### src/rtl/nearest_point_pick_assert.svh
// assertion macros for the nearest point pick rtl
`ifndef NEAREST_POINT_PICK_ASSERT_SVH
`define NEAREST_POINT_PICK_ASSERT_SVH

// same-cycle implication, clocked on clk, off during reset
`define NPP_ASSERT_IMPLY(lbl, ante, cons, msg) \
    lbl: assert property (@(posedge clk) disable iff (!rst_n) (ante) |-> (cons)) \
        else $error(msg);

// next-cycle implication, clocked on clk, off during reset
`define NPP_ASSERT_NEXT(lbl, ante, cons, msg) \
    lbl: assert property (@(posedge clk) disable iff (!rst_n) (ante) |=> (cons)) \
        else $error(msg);

`endif

### src/rtl/npp_pkg.sv
// types and constants for the nearest point pick block
package npp_pkg;

    localparam int POS_W       = 16;
    localparam int SCALE_W     = 13;
    localparam int SIZE_W      = 8;
    localparam int COUNT_W     = 9;
    localparam int FRAC_SHIFT  = 8;
    localparam int PROD_W      = POS_W + SCALE_W;
    localparam int POS_PIX_W   = PROD_W - FRAC_SHIFT;
    localparam int LIMIT_SHIFT = 14;
    localparam int LIMIT_W     = 2 * SIZE_W + LIMIT_SHIFT;
    localparam int MODE_W      = 2;
    localparam int INDEX_W     = 8;
    localparam int CFG_INDEX_W = 2;
    localparam int CFG_DATA_W  = 13;

    localparam logic [MODE_W-1:0] MODE_WRITE = 2'd0;
    localparam logic [MODE_W-1:0] MODE_QUERY = 2'd1;
    localparam logic [MODE_W-1:0] MODE_MARK  = 2'd2;

    localparam logic [CFG_INDEX_W-1:0] REG_IMAGE_WIDTH  = 2'd0;
    localparam logic [CFG_INDEX_W-1:0] REG_IMAGE_HEIGHT = 2'd1;
    localparam logic [CFG_INDEX_W-1:0] REG_MARKER_SIZE  = 2'd2;
    localparam logic [CFG_INDEX_W-1:0] REG_ENTRY_COUNT  = 2'd3;

    localparam logic [SCALE_W-1:0] RESET_IMAGE_WIDTH  = 13'd1024;
    localparam logic [SCALE_W-1:0] RESET_IMAGE_HEIGHT = 13'd1024;
    localparam logic [SIZE_W-1:0]  RESET_MARKER_SIZE  = 8'd16;
    localparam logic [COUNT_W-1:0] RESET_ENTRY_COUNT  = 9'd0;

    typedef struct packed {
        logic [SCALE_W-1:0] image_width;
        logic [SCALE_W-1:0] image_height;
        logic [SIZE_W-1:0]  marker_size;
        logic [COUNT_W-1:0] entry_count;
    } cfg_t;

    typedef struct packed {
        logic valid;
        logic last;
        logic picked;
    } scan_tag_t;

endpackage

### src/rtl/npp_dist.sv
// distance pipeline: scale to pixels, absolute difference, square
module npp_dist
    import npp_pkg::*;
#(
    parameter int AW         = 8,
    parameter int PIXEL_BITS = 12,
    parameter int SQ_W       = 42
)
(
    input  logic                  clk,
    input  logic                  rst_n,
    input  scan_tag_t             tag_in,
    input  logic [AW-1:0]         idx_in,
    input  logic [POS_W-1:0]      pos_x,
    input  logic [POS_W-1:0]      pos_y,
    input  logic                  pos_picked,
    input  logic [PIXEL_BITS-1:0] cur_x,
    input  logic [PIXEL_BITS-1:0] cur_y,
    input  logic [SCALE_W-1:0]    image_width,
    input  logic [SCALE_W-1:0]    image_height,
    output scan_tag_t             tag_out,
    output logic [AW-1:0]         idx_out,
    output logic [SQ_W-1:0]       sq_x,
    output logic [SQ_W-1:0]       sq_y
);

    localparam int CW = PIXEL_BITS + FRAC_SHIFT;
    localparam int DW = SQ_W / 2;

    logic [PROD_W-1:0]    prod_x;
    logic [PROD_W-1:0]    prod_y;
    logic [DW-1:0]        cq_x;
    logic [DW-1:0]        cq_y;
    logic [DW-1:0]        pe_x;
    logic [DW-1:0]        pe_y;
    logic [DW-1:0]        ad_x;
    logic [DW-1:0]        ad_y;

    scan_tag_t            tag1_reg;
    scan_tag_t            tag2_reg;
    scan_tag_t            tag3_reg;
    logic [AW-1:0]        idx1_reg;
    logic [AW-1:0]        idx2_reg;
    logic [AW-1:0]        idx3_reg;
    logic [POS_PIX_W-1:0] px_reg;
    logic [POS_PIX_W-1:0] py_reg;
    logic [DW-1:0]        ax_reg;
    logic [DW-1:0]        ay_reg;
    logic [SQ_W-1:0]      sqx_reg;
    logic [SQ_W-1:0]      sqy_reg;

    // entry position in q.16 pixels (q.8 after the shift into px_reg/py_reg)
    assign prod_x = PROD_W'(pos_x) * PROD_W'(image_width);
    assign prod_y = PROD_W'(pos_y) * PROD_W'(image_height);

    // cursor in q.8 pixels
    assign cq_x = DW'({cur_x, {FRAC_SHIFT{1'b0}}});
    assign cq_y = DW'({cur_y, {FRAC_SHIFT{1'b0}}});
    assign pe_x = DW'(px_reg);
    assign pe_y = DW'(py_reg);
    assign ad_x = (pe_x >= cq_x) ? (pe_x - cq_x) : (cq_x - pe_x);
    assign ad_y = (pe_y >= cq_y) ? (pe_y - cq_y) : (cq_y - pe_y);

    always_ff @(posedge clk or negedge rst_n)
    begin
        if (!rst_n)
        begin
            tag1_reg <= '0;
            tag2_reg <= '0;
            tag3_reg <= '0;
        end
        else
        begin
            tag1_reg <= '{valid: tag_in.valid, last: tag_in.last, picked: pos_picked};
            tag2_reg <= tag1_reg;
            tag3_reg <= tag2_reg;
        end
    end

    always_ff @(posedge clk)
    begin
        idx1_reg <= idx_in;
        px_reg   <= prod_x[PROD_W-1:FRAC_SHIFT];
        py_reg   <= prod_y[PROD_W-1:FRAC_SHIFT];
        idx2_reg <= idx1_reg;
        ax_reg   <= ad_x;
        ay_reg   <= ad_y;
        idx3_reg <= idx2_reg;
        sqx_reg  <= SQ_W'(ax_reg) * SQ_W'(ax_reg);
        sqy_reg  <= SQ_W'(ay_reg) * SQ_W'(ay_reg);
    end

    assign tag_out = tag3_reg;
    assign idx_out = idx3_reg;
    assign sq_x    = sqx_reg;
    assign sq_y    = sqy_reg;

    // elaboration check that the cursor width fits the difference width
    localparam int CW_CHECK = (CW <= DW) ? 1 : 0;
    if (CW_CHECK == 0)
    begin : g_bad_width
        $error("cursor width exceeds difference width");
    end

endmodule

### config.mk
export PLATFORM = sky130hd
export DESIGN_NAME = npp_dist
export DESIGN_NICKNAME = d
export VERILOG_FILES = /design/src/rtl/nearest_point_pick_assert.svh /design/src/rtl/npp_pkg.sv /design/src/rtl/npp_dist.sv
export SDC_FILE = /design/constraint.sdc
export NUM_CORES = 2
export LEC_CHECK = 0
export ABC_AREA = 1
export BUFFER_PORTS_ARGS = -buffer_cell sky130_fd_sc_hd__buf_4
export CAP_MARGIN = 10
export CORE_MARGIN = 8
export CORE_UTILIZATION = 59
export DETAILED_ROUTE_END_ITERATION = 12
export PLACE_DENSITY = 0.91
export SLEW_MARGIN = 5
export SYNTH_ARGS = -nofsm -noshare
export SYNTH_HDL_FRONTEND = slang
export SYNTH_SLANG_ARGS = --single-unit
### constraint.sdc
create_clock -name clk -period 5.8 [get_ports clk]
set_input_delay 0.87 -clock clk [delete_from_list [all_inputs] [get_ports clk]]
set_output_delay 0.87 -clock clk [all_outputs]
set_load 0.005 [all_outputs]
======== Word level (Yosys, flattened, before mapping) ========
Cells that the tools add are included.
word-level totals
  flip-flop bits (word level) ............. 201
  bits of input ports ..................... 96
  output and inout bits ................... 95
  word-level logic and storage cells ...... 30
operators by class
  add/subtract/negate cells ............... 4
  $mul .................................... 4
  magnitude comparators ................... 2
  mux-type cells .......................... 2
operator list
  cell              number
  $mul A21 B21 Y42  2
  $mul A16 B13 Y29  2
  $ge A21 B20 Y1    2
  $mux W21          2
  $sub A20 B21 Y21  2
  $sub A21 B20 Y21  2

======== Logic depth before layout (Yosys ltp) ========
  depth after elaboration ................. 2
  gate-level depth with buffers ........... 29
  mapped depth without buffers ............ 28

======== Least setup slack after synthesis ========
Ideal clock, no wire load.
  path type ............................... reg2reg
  start point ............................. register ay_reg[6]
  end point ............................... register sqy_reg[38] (netlist: sq_y[38])
  library setup time ...................... 0.112 ns
  arrival ................................. 5.696 ns
  data required time ...................... 5.688 ns
  setup slack ............................. -0.008 ns
  stages on the path, launching flop included .. 25
  path buffers ............................ 2
  period minus slack after synthesis ...... 5.808 ns
  path through ............................ dfxtp_1 -> clkbuf_1 -> clkbuf_1 -> nand2_1 -> fa_1 -> fa_1 -> inv_1 -> fa_1 -> fa_1 -> fa_1 -> fa_1 -> inv_1 -> fa_1 -> inv_1 -> ha_1 -> nand2_1 -> inv_1 -> nand2_1 -> inv_1 -> a21oi_1 -> nand3_1 -> nand2_1 -> nand2_1 -> nand2_1 -> nand2_1
on the way
  cells in the longest elaborated chain, start to end .. 1
RTL lines
  element                   line            RTL
  start: declaration        npp_dist.sv:48  logic [DW-1:0] ay_reg;
  start signal: assignment  npp_dist.sv:87  ay_reg <= ad_y;
  $mul A21 B21 Y42          npp_dist.sv:90  sqy_reg <= SQ_W'(ay_reg) * SQ_W'(ay_reg);
  end signal: assignment    npp_dist.sv:90
  end: declaration          npp_dist.sv:50  logic [SQ_W-1:0] sqy_reg;
Every way passes these cells.

======== Final worst setup path ========
  start point ............................. register ay_reg[4]
  end point ............................... register sqy_reg[36] (netlist: sq_y[36])
The elaborated chain is that of the path after synthesis.

==> results.md <==
* Worst EP required at between 6 and 7 ns
* Max-Cap Viols at 0
* Dpl ws at -0.299 ns
* R2R Path Start: ay_reg[4]
* Final Net Count at just over 8000
* Register area share after synthesis at 0.0831
* Post-synth EDFFs at 0
* Slowest CP cell: fa_1
* Overall die area at roughly 90000 um^2
* Wire length per cell at approximately 17 um
* Synth Area in Compound Gates at 0.0318
* Starting Density at 0.593
* HPWL Detailed at around 100000 um
* RSZ-0062 raised after global routing: yes
* Vias per cell at about 5.4
* Drt first pass iters at 12
* Setup CP Type: reg -> reg
* Root Driver: clkbuf_16
* Mapped Area at approximately 48000 um^2
* Most used cell, CP: nand2_1
* Run status: finished, violations left
* Fin Clk Skew at between 0.02 and 0.025 ns
* R2r setup slk at -0.21 ns
* Core area at 81700 um^2
* Cells after synthesis at 6417
* Num ports at 191
* Total CTS buffers at 17
* Share of cells above drive strength 1 at 0.136
* DRT iter0 DRCs at 3692
* Post-Route WL at approximately 140000 um
* Area Overhead vs Synth at 13.7%
* Final worst path period share at 1.04
* Worst hold slack at roughly 0.16 ns
* Overall routing resource usage at 0.277
* PnR worst setup slack at -0.211 ns
* GR Overflow Total at 0
* Main combinational cell family by area after synthesis: adder cells
* FILL cells at between 5000 and 6000
* TNS Setup at -2.44 ns
* Synth Area per Inst at approximately 7.6 um^2
* Failing checks: design-rule violations, negative setup slack
* Slew HR at 0.623
* Drt drc at 2
* Clk_lat worst skew at 0.53 ns
* Simple-Gate Fraction of Synth Area at 0.191
* Vias in the first global route at 44311
* Post-synthesis mux area share at 0
* R2r worst-path depth at 27
* Critical path fanouts, max at 9
* Final weighted congestion in routability-driven placement at approximately 0.96
* Number of register bits inferred by synthesis at just under 200
* Clk buf depth at 2
* Syn. warnings at 0
* Htree depth at 4
* Hold Vio Cnt, Final at 0
* Initial antenna violation count at 6
* Worst-path clk slew at 0.08 ns
* I/O Buffers at roughly 190
* Row count at 105
* Global-route wire length before repair at ~210000 um
* Total number of vias at 42253
* Clock Sinks at between 150 and 200
* Crit path launch type: flop
* Fin crit period at 6.01 ns
* Tightest Hold Check Type: in -> async
* Largest net degree at the start of global routing at 26
* Post-route ant nets at 0
* XOR/XNOR Fraction of Synth Area at 0.0229
* Die height at between 300 and 400 um
* Max Clock Freq at about 170 MHz
* Hold Buf Count CTS at 0
* Crit. End Element: flop
* Adder-cell area share of the yosys netlist at 0.511
* Slew Viols, Final at 0
* Synth async-reset ratio at 0.0452
* Worst Tran Pin Value at around 0.56 ns
* Library cells used by synthesis at between 40 and 50
* Dominant synthesized flop cell: dfxtp_1
* RR Endpoint: sq_y[36]
* CTS tree: built
* Final setup violation count at 27
* Chip Width at 303 um
* Crit-path max cell delay at between 0.5 and 0.6 ns
* Worst EP arrival at between 6 and 7 ns
kinds of logic after synthesis:
logic type / Yosys count
simple gates: 2338
compound gates: 292
fa+ha+maj: 1423
other cells: 1
buf+inv: 2037
xor+xnor: 127
flops: 199
synth_stat cells (5+ instances only):
library cell,instances,area share
dfxtp_1,190,0.078
nor3_1,20,0.0021
a21boi_0,5,0.00077
buf_6,6,0.0014
xnor2_1,34,0.0061
nor2_1,245,0.019
nand3b_1,6,0.00093
buf_4,8,0.0012
nand4_1,45,0.0058
o21ai_0,84,0.0087
or2_2,8,0.0010
nor4_1,11,0.0014
nand3_1,142,0.015
xor2_1,93,0.017
nand2_1,1835,0.14
dfrtp_1,9,0.0046
ha_1,494,0.13
o21bai_1,10,0.0015
o21a_1,8,0.0012
fa_1,929,0.38
nand2_2,9,0.0012
inv_1,1843,0.14
inv_2,6,0.00046
clkbuf_1,165,0.013
a21oi_1,171,0.018
cell usage in the layout (no fill, tap or decap), types with 24 or more instances in the layout:
cell type  count
fa_2          28
o21ai_0       80
nand4_1       45
ha_1         453
a21oi_1      140
nand2_4       34
dfxtp_1      154
nand3_1      129
nand2_1     1701
fa_1         901
a21oi_2       24
nand2_2      110
nor2_1       209
buf_6         43
xnor2_1       34
xor2_1        89
inv_1       1780
inv_2         64
buf_4        380
ha_4          36
layer usage:
metal  up-vias  wire (um)  track usage
met4         6       7830        0.123
met3       773      13200       0.0580
met5         -         41            0
li1      18916          -            -
met2      2492      66500        0.484
met1     20066      47700        0.330
worst max-delay path by stage:
stage              start  endpoint  slack [ns]  cells past startpoint
6_report       ay_reg[4]  sq_y[36]       -0.21                     27
5_1_grt        ay_reg[7]  sq_y[36]       -0.32                     25
4_1_cts        ax_reg[3]  sq_x[31]       0.001                     25
3_5_place_dp   ay_reg[4]  sq_y[23]       -0.30                     23
3_3_place_gp   ax_reg[3]  sq_x[40]       -0.08                     26
2_1_floorplan  ax_reg[8]  sq_x[33]        0.05                     26
per-stage QoR:
stage | util | instances | cell area (um^2)
finish | 0.674 | 7776 | 55100
global route | 0.674 | 7773 | 55100
CTS | 0.652 | 7747 | 53300
detailed placement | 0.638 | 7705 | 52200
global placement | 0.638 | 7705 | 52200
floorplan | - | 6418 | 48500
what timing repair did:
action / CTS / global route
pin swaps: 30 / 199
hold endpoints to repair: 0 / 0
gates cloned: 1 / 0
endpoints found under the setup margin: 54 / 59
setup buffers: 10 / 26
resized for setup: 102 / 465
critical path: cells and delay by family, from the launching register on:
family / cells / cell delay [ns]
AO/OA/AOI/OAI: 1 / 0.18
adder cells (fa/ha/maj): 8 / 3.73
buffers and inverters: 8 / 0.72
flip-flops: 1 / 0.36
AND/OR/NAND/NOR: 10 / 0.88
cell type report:
cell class / count / area, um^2 / area share
clock buffers: 17 / 425 / 0.00772
inverters: 1851 / 6970 / 0.126
multi-input cells: 4182 / 38400 / 0.697
flip-flops and latches: 199 / 4130 / 0.0750
well taps: 1070 / 1340 / 0.0243
diodes: 3 / 7.51 / 0.000136
repair buffers: 439 / 3660 / 0.0664
clock inverters: 15 / 186 / 0.00338
Power is left out: the tool's default activity adds up to more than one toggle a clock period on the data nets, which glitch-free logic cannot reach.
