<file path="config.mk">
export PLATFORM = sky130hd
export DESIGN_NAME = npp_seq
export DESIGN_NICKNAME = d
export VERILOG_FILES = /design/src/rtl/npp_pkg.sv /design/src/rtl/npp_seq.sv
export VERILOG_INCLUDE_DIRS = /design/src /design/src/rtl
export SDC_FILE = /design/constraint.sdc
export NUM_CORES = 1
export LEC_CHECK = 0
export BUFFER_PORTS_ARGS = -buffer_cell sky130_fd_sc_hd__buf_2
export CAP_MARGIN = 20
export CORE_UTILIZATION = 52
export DETAILED_ROUTE_END_ITERATION = 12
export PLACE_DENSITY = 0.79
export SETUP_SLACK_MARGIN = 0.2
export SLEW_MARGIN = 5
export SYNTH_ARGS = -nofsm -noshare
export SYNTH_HDL_FRONTEND = slang
export SYNTH_SLANG_ARGS = --single-unit
</file>
<file path="constraint.sdc">
create_clock -name clk -period 2.9 [get_ports clk]
set_clock_uncertainty 0.05 [all_clocks]
set_input_delay 0.145 -clock clk [delete_from_list [all_inputs] [get_ports clk]]
set_output_delay 0.145 -clock clk [all_outputs]
set_load 0.1 [all_outputs]
</file>
<file path="src/rtl/nearest_point_pick_assert.svh">
// assertion macros for the nearest point pick rtl
`ifndef NEAREST_POINT_PICK_ASSERT_SVH
`define NEAREST_POINT_PICK_ASSERT_SVH

// same-cycle implication, clocked on clk, off during reset
`define NPP_ASSERT_IMPLY(lbl, ante, cons, msg) \
    lbl: assert property (@(posedge clk) disable iff (!rst_n) (ante) |-> (cons)) \
        else $error(msg);

// next-cycle implication, clocked on clk, off during reset
`define NPP_ASSERT_NEXT(lbl, ante, cons, msg) \
    lbl: assert property (@(posedge clk) disable iff (!rst_n) (ante) |=> (cons)) \
        else $error(msg);

`endif

</file>
<file path="src/rtl/npp_pkg.sv">
// types and constants for the nearest point pick block
package npp_pkg;

    localparam int POS_W       = 16;
    localparam int SCALE_W     = 13;
    localparam int SIZE_W      = 8;
    localparam int COUNT_W     = 9;
    localparam int FRAC_SHIFT  = 8;
    localparam int PROD_W      = POS_W + SCALE_W;
    localparam int POS_PIX_W   = PROD_W - FRAC_SHIFT;
    localparam int LIMIT_SHIFT = 14;
    localparam int LIMIT_W     = 2 * SIZE_W + LIMIT_SHIFT;
    localparam int MODE_W      = 2;
    localparam int INDEX_W     = 8;
    localparam int CFG_INDEX_W = 2;
    localparam int CFG_DATA_W  = 13;

    localparam logic [MODE_W-1:0] MODE_WRITE = 2'd0;
    localparam logic [MODE_W-1:0] MODE_QUERY = 2'd1;
    localparam logic [MODE_W-1:0] MODE_MARK  = 2'd2;

    localparam logic [CFG_INDEX_W-1:0] REG_IMAGE_WIDTH  = 2'd0;
    localparam logic [CFG_INDEX_W-1:0] REG_IMAGE_HEIGHT = 2'd1;
    localparam logic [CFG_INDEX_W-1:0] REG_MARKER_SIZE  = 2'd2;
    localparam logic [CFG_INDEX_W-1:0] REG_ENTRY_COUNT  = 2'd3;

    localparam logic [SCALE_W-1:0] RESET_IMAGE_WIDTH  = 13'd1024;
    localparam logic [SCALE_W-1:0] RESET_IMAGE_HEIGHT = 13'd1024;
    localparam logic [SIZE_W-1:0]  RESET_MARKER_SIZE  = 8'd16;
    localparam logic [COUNT_W-1:0] RESET_ENTRY_COUNT  = 9'd0;

    typedef struct packed {
        logic [SCALE_W-1:0] image_width;
        logic [SCALE_W-1:0] image_height;
        logic [SIZE_W-1:0]  marker_size;
        logic [COUNT_W-1:0] entry_count;
    } cfg_t;

    typedef struct packed {
        logic valid;
        logic last;
        logic picked;
    } scan_tag_t;

endpackage

</file>
<file path="src/rtl/npp_seq.sv">
// request sequencer: table writes, scan addressing, two running minima
`include "nearest_point_pick_assert.svh"

module npp_seq
    import npp_pkg::*;
#(
    parameter int MAX_ENTRIES = 256,
    parameter int AW          = 8,
    parameter int PIXEL_BITS  = 12,
    parameter int SQ_W        = 42
)
(
    input  logic                  clk,
    input  logic                  rst_n,
    input  logic                  start,
    output logic                  busy,
    input  logic [MODE_W-1:0]     mode,
    input  logic [INDEX_W-1:0]    entry_index,
    input  logic                  point_picked,
    input  logic [PIXEL_BITS-1:0] cursor_x,
    input  logic [PIXEL_BITS-1:0] cursor_y,
    input  logic [SIZE_W-1:0]     marker_size,
    input  logic [COUNT_W-1:0]    entry_count,
    output logic                  pos_we,
    output logic                  pick_we,
    output logic [AW-1:0]         wr_addr,
    output logic                  wr_pick,
    output logic                  rd_en,
    output logic [AW-1:0]         rd_addr,
    output scan_tag_t             tag_rd,
    output logic [AW-1:0]         idx_rd,
    output logic [PIXEL_BITS-1:0] cur_x,
    output logic [PIXEL_BITS-1:0] cur_y,
    input  scan_tag_t             pipe_tag,
    input  logic [AW-1:0]         pipe_idx,
    input  logic [SQ_W-1:0]       sq_x,
    input  logic [SQ_W-1:0]       sq_y,
    output logic                  done,
    output logic                  found,
    output logic [INDEX_W-1:0]    hit_index,
    output logic                  hit_was_picked
);

    localparam int DR_W = SQ_W + 1;
    localparam int EW   = AW + INDEX_W + 1;
    localparam int NW   = AW + COUNT_W + 1;

    typedef enum logic [1:0] {
        ST_IDLE,
        ST_SCAN,
        ST_DRAIN,
        ST_DONE
    } state_t;

    state_t               state_reg,      state_next;
    logic [AW-1:0]        cnt_reg,        cnt_next;
    logic [AW:0]          n_reg,          n_next;
    logic [MODE_W-1:0]    mode_reg,       mode_next;
    logic [PIXEL_BITS-1:0] cx_reg,        cx_next;
    logic [PIXEL_BITS-1:0] cy_reg,        cy_next;
    logic [LIMIT_W-1:0]   best_free_reg,  best_free_next;
    logic [LIMIT_W-1:0]   best_any_reg,   best_any_next;
    logic [AW-1:0]        free_idx_reg,   free_idx_next;
    logic [AW-1:0]        any_idx_reg,    any_idx_next;
    logic                 free_found_reg, free_found_next;
    logic                 any_found_reg,  any_found_next;
    logic                 any_pick_reg,   any_pick_next;
    scan_tag_t            tag_rd_reg,     tag_rd_next;
    logic [AW-1:0]        idx_rd_reg,     idx_rd_next;
    logic                 done_reg,       done_next;
    logic                 found_reg,      found_next;
    logic [INDEX_W-1:0]   hit_reg,        hit_next;
    logic                 was_reg,        was_next;

    logic                 accept;
    logic                 is_query;
    logic [EW-1:0]        wr_ext;
    logic                 wr_in_range;
    logic [NW-1:0]        cnt_ext;
    logic [AW:0]          n_sat;
    logic [LIMIT_W-1:0]   limit;
    logic [DR_W-1:0]      dr;
    logic                 lt_free;
    logic                 lt_any;
    logic                 scan_last;
    logic                 hit_found;
    logic [AW-1:0]        hit_sel;
    logic [EW-1:0]        hit_ext;
    logic                 mark_we;

    assign busy     = (state_reg != ST_IDLE);
    assign accept   = start && !busy;
    assign is_query = (mode == MODE_QUERY) || (mode == MODE_MARK);

    // write index range check
    assign wr_ext      = EW'(entry_index);
    assign wr_in_range = (wr_ext < EW'(MAX_ENTRIES));

    // entries in use, saturated to the table depth
    assign cnt_ext = NW'(entry_count);
    assign n_sat   = (cnt_ext > NW'(MAX_ENTRIES)) ? (AW+1)'(MAX_ENTRIES)
                                                  : cnt_ext[AW:0];

    // 0.25 * size^2 in q.16
    assign limit = LIMIT_W'(LIMIT_W'(marker_size) * LIMIT_W'(marker_size)) << LIMIT_SHIFT;

    // compare stage
    assign dr      = DR_W'(sq_x) + DR_W'(sq_y);
    assign lt_free = !pipe_tag.picked && (dr < DR_W'(best_free_reg));
    assign lt_any  = (dr < DR_W'(best_any_reg));

    assign scan_last = ({1'b0, cnt_reg} == (n_reg - (AW+1)'(1)));

    assign hit_found = free_found_reg || any_found_reg;
    assign hit_sel   = free_found_reg ? free_idx_reg : any_idx_reg;
    assign hit_ext   = EW'(hit_sel);

    assign mark_we = (state_reg == ST_DONE) && (mode_reg == MODE_MARK) && hit_found;

    // table write port: entry writes from idle, picked mark at the end of a mark query with a hit
    assign pos_we  = accept && (mode == MODE_WRITE) && wr_in_range;
    assign pick_we = pos_we || mark_we;
    assign wr_addr = mark_we ? hit_sel : wr_ext[AW-1:0];
    assign wr_pick = mark_we ? 1'b1 : point_picked;

    assign rd_en   = (state_reg == ST_SCAN);
    assign rd_addr = cnt_reg;

    always_comb
    begin
        state_next      = state_reg;
        cnt_next        = cnt_reg;
        n_next          = n_reg;
        mode_next       = mode_reg;
        cx_next         = cx_reg;
        cy_next         = cy_reg;
        best_free_next  = best_free_reg;
        best_any_next   = best_any_reg;
        free_idx_next   = free_idx_reg;
        any_idx_next    = any_idx_reg;
        free_found_next = free_found_reg;
        any_found_next  = any_found_reg;
        any_pick_next   = any_pick_reg;
        tag_rd_next     = '0;
        idx_rd_next     = idx_rd_reg;
        done_next       = 1'b0;
        found_next      = found_reg;
        hit_next        = hit_reg;
        was_next        = was_reg;

        if (pipe_tag.valid)
        begin
            if (lt_free)
            begin
                best_free_next  = dr[LIMIT_W-1:0];
                free_idx_next   = pipe_idx;
                free_found_next = 1'b1;
            end
            if (lt_any)
            begin
                best_any_next  = dr[LIMIT_W-1:0];
                any_idx_next   = pipe_idx;
                any_found_next = 1'b1;
                any_pick_next  = pipe_tag.picked;
            end
        end

        case (state_reg)
            ST_IDLE:
            begin
                if (accept && is_query)
                begin
                    mode_next       = mode;
                    cx_next         = cursor_x;
                    cy_next         = cursor_y;
                    n_next          = n_sat;
                    cnt_next        = '0;
                    best_free_next  = limit;
                    best_any_next   = limit;
                    free_idx_next   = '0;
                    any_idx_next    = '0;
                    free_found_next = 1'b0;
                    any_found_next  = 1'b0;
                    any_pick_next   = 1'b0;
                    state_next      = (n_sat == '0) ? ST_DONE : ST_SCAN;
                end
            end
            ST_SCAN:
            begin
                tag_rd_next.valid = 1'b1;
                tag_rd_next.last  = scan_last;
                idx_rd_next       = cnt_reg;
                cnt_next          = cnt_reg + AW'(1);
                if (scan_last)
                begin
                    state_next = ST_DRAIN;
                end
            end
            ST_DRAIN:
            begin
                if (pipe_tag.valid && pipe_tag.last)
                begin
                    state_next = ST_DONE;
                end
            end
            ST_DONE:
            begin
                done_next  = 1'b1;
                found_next = hit_found;
                hit_next   = hit_found ? hit_ext[INDEX_W-1:0] : '0;
                was_next   = !free_found_reg && any_found_reg && any_pick_reg;
                state_next = ST_IDLE;
            end
            default:
            begin
                state_next = ST_IDLE;
            end
        endcase
    end

    always_ff @(posedge clk or negedge rst_n)
    begin
        if (!rst_n)
        begin
            state_reg      <= ST_IDLE;
            cnt_reg        <= '0;
            n_reg          <= '0;
            mode_reg       <= MODE_QUERY;
            cx_reg         <= '0;
            cy_reg         <= '0;
            best_free_reg  <= '0;
            best_any_reg   <= '0;
            free_idx_reg   <= '0;
            any_idx_reg    <= '0;
            free_found_reg <= 1'b0;
            any_found_reg  <= 1'b0;
            any_pick_reg   <= 1'b0;
            tag_rd_reg     <= '0;
            idx_rd_reg     <= '0;
            done_reg       <= 1'b0;
            found_reg      <= 1'b0;
            hit_reg        <= '0;
            was_reg        <= 1'b0;
        end
        else
        begin
            state_reg      <= state_next;
            cnt_reg        <= cnt_next;
            n_reg          <= n_next;
            mode_reg       <= mode_next;
            cx_reg         <= cx_next;
            cy_reg         <= cy_next;
            best_free_reg  <= best_free_next;
            best_any_reg   <= best_any_next;
            free_idx_reg   <= free_idx_next;
            any_idx_reg    <= any_idx_next;
            free_found_reg <= free_found_next;
            any_found_reg  <= any_found_next;
            any_pick_reg   <= any_pick_next;
            tag_rd_reg     <= tag_rd_next;
            idx_rd_reg     <= idx_rd_next;
            done_reg       <= done_next;
            found_reg      <= found_next;
            hit_reg        <= hit_next;
            was_reg        <= was_next;
        end
    end

    assign tag_rd         = tag_rd_reg;
    assign idx_rd         = idx_rd_reg;
    assign cur_x          = cx_reg;
    assign cur_y          = cy_reg;
    assign done           = done_reg;
    assign found          = found_reg;
    assign hit_index      = hit_reg;
    assign hit_was_picked = was_reg;

    `NPP_ASSERT_IMPLY(a_best_order, 1'b1, best_any_reg <= best_free_reg,
        "best overall distance above best unpicked distance")
    `NPP_ASSERT_IMPLY(a_free_needs_any, free_found_reg, any_found_reg,
        "unpicked hit without any hit")
    `NPP_ASSERT_IMPLY(a_pipe_in_scan, pipe_tag.valid,
        (state_reg == ST_SCAN) || (state_reg == ST_DRAIN),
        "scan data outside a scan")
    `NPP_ASSERT_IMPLY(a_done_after_finish, done_reg, $past(state_reg == ST_DONE),
        "result without a finished query")
    `NPP_ASSERT_NEXT(a_query_busy, accept && is_query, busy,
        "query accepted but block not busy")

endmodule

</file>
* Yosys cells after proc, flatten, opt, wreduce, memory -nomap -nowiden
Index checks and enable logic that the tools add are counted.
Widths: inputs -> output; s select.
** Word-level totals
- Flip-flop bits (word level) :: 145
- Input bits :: 150
- Output and inout bits :: 67
- Logic and storage cells :: 104
** Operators by class
- Add/sub/neg operators :: 3
- $mul :: 1
- Magnitude comparators :: 4
- Equal/unequal tests :: 10
- Multiplexer cells :: 42
- Reduce and logical (&&, ||, !) cells :: 24
** Operator list (number)
- $mux 30 :: 8
- $mux 8 :: 12
- $lt 43x30->1 :: 2
- $add 42x42->43 :: 1
- $mul 8x8->16 :: 1
- $pmux 8 s2 :: 1
- $mux 1 :: 14
- $logic_and 1x1->1 :: 10
- $mux 2 :: 5
- $eq 8x9->1 :: 1
- $gt 9x9->1 const B :: 1
- $logic_not 9->1 :: 1
- $lt 8x9->1 const B :: 1
- $mux 9 :: 1
- $sub 9x1->9 const B :: 1
- $add 8x1->8 const B :: 1
- $eq 2x2->1 const B :: 4
- $pmux 2 s4 :: 1
- $eq 2x1->1 const B :: 2
- $logic_not 2->1 :: 2
- $ne 2x2->1 const B :: 2
- $reduce_and 2->1 :: 2
- $reduce_bool 2->1 :: 2
- $logic_not 1->1 :: 3
- 3 further kinds :: 5

* Depth between registers and ports, before layout
- Word-level depth :: 7
- Depth in mapped cells :: 24
- Depth with buffers taken out :: 22

* Least setup slack after synthesis
OpenSTA, ideal clock, no wires.
- Kind :: input -> register
- Start point :: in sq_x[0]
- End point :: reg best_any_reg[10]
- Library setup time :: 136 ps
- Arrival time :: 4768 ps
- Path slack :: -2054 ps
- Stages on the path :: 24
- Buffers on the path :: 2
- Path through :: ha_1 > inv_1 > fa_1 > nand2b_1 > a21o_1 > a211o_1 > and2_1 > o21ai_0 > a21o_1 > a21oi_1 > xnor2_1 > ha_1 > a2111oi_0 > o221ai_1 > o211ai_1 > a31oi_1 > o21ai_0 > a21oi_1 > a21oi_1 > or4b_2 > buf_2 > buf_2 > o21ai_0 > a21oi_1
** Between the ends
- Longest elaborated chain between the ends :: 6
** RTL lines
- start: declaration :: RTL line npp_seq.sv:36 : input logic [SQ_W-1:0] sq_x,
- $add 42x42->43 (*) :: RTL line npp_seq.sv:108 : assign dr = DR_W'(sq_x) + DR_W'(sq_y);
- $lt 43x30->1 :: RTL line npp_seq.sv:110 : assign lt_any = (dr < DR_W'(best_any_reg));
- $mux 30 (*) :: RTL line npp_seq.sv:159 : if (lt_any)
- $mux 30 (*) :: RTL line npp_seq.sv:151 : if (pipe_tag.valid)
- $mux 30 :: RTL line npp_seq.sv:171 : if (accept && is_query)
- $mux 30 (*) :: RTL line npp_seq.sv:168 : case (state_reg)
- named net best_any_next[10] :: RTL line npp_seq.sv:62 : logic [LIMIT_W-1:0] best_any_reg, best_any_next;
- end signal: assignment :: RTL line npp_seq.sv:254 : best_any_reg <= best_any_next;
- end: declaration :: RTL line npp_seq.sv:62
Mark *: on every way through the listed nets, which the timed path passes. The rest lies on a longest branch.
A chain may end at the register's enable or synchronous reset.

* Final worst setup path
- Start point :: in sq_x[0]
- End point :: reg best_any_reg[9]
The elaborated chain is that of the path after synthesis.

==> results.py <==
metrics = {
    "run_status": {
        "status": "complete, but fails checks",
        "violations": "negative setup slack",
    },
    "grt": {
        "grt_antenna_before_repair": 1,
        "grt-ovfl-total": 0,
        "grt_max_degree": 78,
        "first_global_vias": 13700,
        "grt_pass1_wl_um": 65000,
        "grt_use_total_pct": 33.6,
    },
    "detailed_routing": {
        "dr.first_iter.drc_count": 1351,
        "first_pass_iters": 9,
        "postRouteAntennaNets": 0,
        "route.detailed.drc": 0,
        "via_per_inst": 5.84,
        "finalWirelength_um": 41500,
        "wl_per_cell_um": 17.8,
        "vias": 13600,
    },
    "floorplanning": {
        "die_x_um": 156,
        "rows": 56,
        "design.die.area_sq_mm": 0.0244,
        "start_util_pct": 52.9,
        "io_pins": 217,
        "fp.dieH_um": 156,
        "fp.coreArea_sq_mm": 0.0234,
    },
    "cts": {
        "insertion_delay_ns": 0.43,
        "h-tree-depth": 4,
        "root_buffer": "clkbuf_16",
        "path_clk_slew_ns": 0.06,
        "cts_tree": "yes",
        "cts_inserted_buffers": 17,
        "clock-sinks": 145,
        "clock_path_buffers": 2,
    },
    "yosys": {
        "ys_seq_area_share_pct": 29.3,
        "yosys_warnings": 0,
        "ys_async_sr_fraction_pct": 100,
        "ys_top_cells_by_count": "nand2_1 (173), a21oi_1 (147), dfrtp_1 (144)",
        "syn_nets": 1808,
        "synth_top_area_share_pct": 29.1,
        "synth_area_per_cell_sq_um": 8.29,
        "synth_area_leaders": "dfrtp_1 (29%), ha_1 (14%), a21oi_1 (5.9%), nand2_1 (5.2%), fa_1 (4.2%)",
        "yosysMostFrequentCell": "nand2_1",
        "syn_inst": 1495,
        "synth_edf_count": 0,
        "synth.largest_area_cell": "dfrtp_1",
        "synth_ff_type": "dfrtp_1",
        "netlist_area_sq_mm": 0.0124,
        "synthDistinctLibCells": 77,
        "ys_seq_elements": 145,
    },
    "setup_path": {
        "crit_type": "in -> reg",
        "cp.required_ns": 3.15,
        "crit_path_end_kind": "register",
        "start_kind": "input port",
        "cp_max_fo": 5,
        "crit_arrival_ns": 4.59,
    },
    "placement": {
        "gp_congestion": 0.969,
        "numPortBuffers": 215,
        "dp_hpwl_um": 29400,
        "placed_cell_area_sq_mm": 0.0161,
        "dpl.cell_count": 2238,
    },
    "layout": {
        "multiInputGateArea_sq_mm": 0.00838,
        "finalInstanceArea_sq_mm": 0.0177,
        "fill_cells": 1531,
        "fin_util_pct": 75.7,
        "drive_above_1_share_pct": 33.1,
        "regArea_sq_mm": 0.00363,
        "antenna_cells": 0,
        "final_cell_count_no_fill": 2330,
        "area_growth_pct": 43.0,
        "fin_nets": 2313,
    },
    "power_and_ir_drop": {
        "finalPower_mw": 13.7,
        "leakagePower_nw": 8.73,
        "powerDensity_mw_per_mm2": 774,
        "ir_worst_vdd_uv": 709,
    },
    "sta": {
        "worst_slack_ns": -1.44,
        "fmax_mhz": 231,
        "rsz0062_at_grt": "true",
        "hold_viol_final": 0,
        "worst_pin_slew_ns": 0.726,
        "fin_crit_ns": 4.34,
        "slew_violations": 0,
        "max_slew_margin_pct": 51.6,
        "setup_violations": 79,
        "fin_crit_sh_pct": 150,
        "whs_ns": 0.0256,
    },
    "hold_path": {
        "hold_class": "in -> reg",
    },
    "job": {
        "drv_cap": 0,
    },
}
-- cells by family (layout without fill, tap and decap cells) --
| logic type | Yosys count | count (layout) | share of synthesized area, % |
|---|---|---|---|
| xor gates and xnor gates | 57 | 57 | 4.03 |
| AOI/OAI and AO/OA | 429 | 429 | 22.0 |
| DFF | 145 | 145 | 29.3 |
| muxes | 20 | 20 | 1.72 |
| other | 1 | 1 | 0.0303 |
| buffers and inverters | 212 | 728 | 6.72 |
| and+or+nand+nor | 468 | 468 | 18.2 |
| adders and majority gates | 163 | 163 | 18.0 |
-- final timing paths --
check	endpoint	startpoint	slack, ns	cells past startpoint
hold reg to reg	cur_y[1]$_DFFE_PN0P_	cur_y[1]$_DFFE_PN0P_	0.42	2
min in group asynchronous	cur_y[5]$_DFFE_PN0P_	rst_n	0.29	2
hold / removal	n_reg[1]$_DFFE_PN0P_	entry_count[1]	0.03	3
max in group asynchronous	best_free_reg[16]$_DFF_PN0_	rst_n	1.58	3
setup / recovery	best_any_reg[9]$_DFF_PN0_	sq_x[0]	-1.44	25
setup reg to reg	best_free_reg[14]$_DFF_PN0_	best_free_reg[6]$_DFF_PN0_	-0.54	14
-- stage by stage --
| stage | setup TNS, ns | setup slack [ns] |
|---|---|---|
| finish | -105.03 | -1.44 |
| global route | -123.04 | -1.68 |
| CTS | -99.47 | -1.34 |
| detailed placement | -145.30 | -1.91 |
| global placement | -135.14 | -1.76 |
| floorplan | -112.20 | -1.51 |
-- cells in the final DEF, fill, tap and decap left out, drive strengths merged, types with 39 or more instances in the layout --
cell type	synthesis	layout
o211ai	39	39
o21ai	108	108
a21oi	147	147
dlygate4sd3	0	43
buf	17	519
nand2	173	173
ha	137	137
dfrtp	144	144
nand3	67	67
nor2	78	78
inv	135	138
-- critical path, stage by stage --
cell,delay [ns]
buf_6,0.08
ha_4,0.12
inv_2,0.04
fa_2,0.35
nand2b_4,0.15
a21o_1,0.20
a211o_1,0.31
and2_4,0.17
o21ai_4,0.12
buf_4,0.13
a21oi_1,0.07
xnor2_1,0.14
buf_4,0.15
ha_1,0.29
a211oi_1,0.20
o21ai_0,0.13
o211ai_1,0.15
a31oi_1,0.12
o21ai_1,0.13
a21oi_1,0.10
a21oi_2,0.17
or4b_4,0.58
bufbuf_16,0.31
o21ai_1,0.13
a21oi_1,0.09
-- power by group --
| part | internal (mW) | switching, mW | leakage (nW) | total [mW] |
|---|---|---|---|---|
| combinational | 2.88 | 5.36 | 6.54 | 8.24 |
| clock | 1.61 | 0.883 | 0.321 | 2.50 |
| sequential | 2.58 | 0.401 | 1.86 | 2.98 |
-- layer usage --
layer	track usage [%]	up-vias	share of wire, %
met5	0	-	0.031
met4	20.7	2	5.3
met3	7.23	180	8.0
met2	56.4	727	48
met1	39.1	6389	39
li1	-	6316	-
-- timing repair --
action                                  4_1_cts  5_1_grt
resized for setup                            31       36
hold buffers                                 43        0
gates cloned                                  4        0
endpoints found under the setup margin       81       82
hold endpoints to repair                    124        0
pin swaps                                    11       17
buffers inserted                             13        2
-- layout make-up --
class	instances	share of cell area [%]
clock buffers	18	2.42
inverters	135	2.86
clock inverters	12	1.29
well taps	319	2.25
repair buffers	563	23.4
flip-flops and latches	145	20.5
multi-input cells	1138	47.3
(Power assumes the default switching activity.)
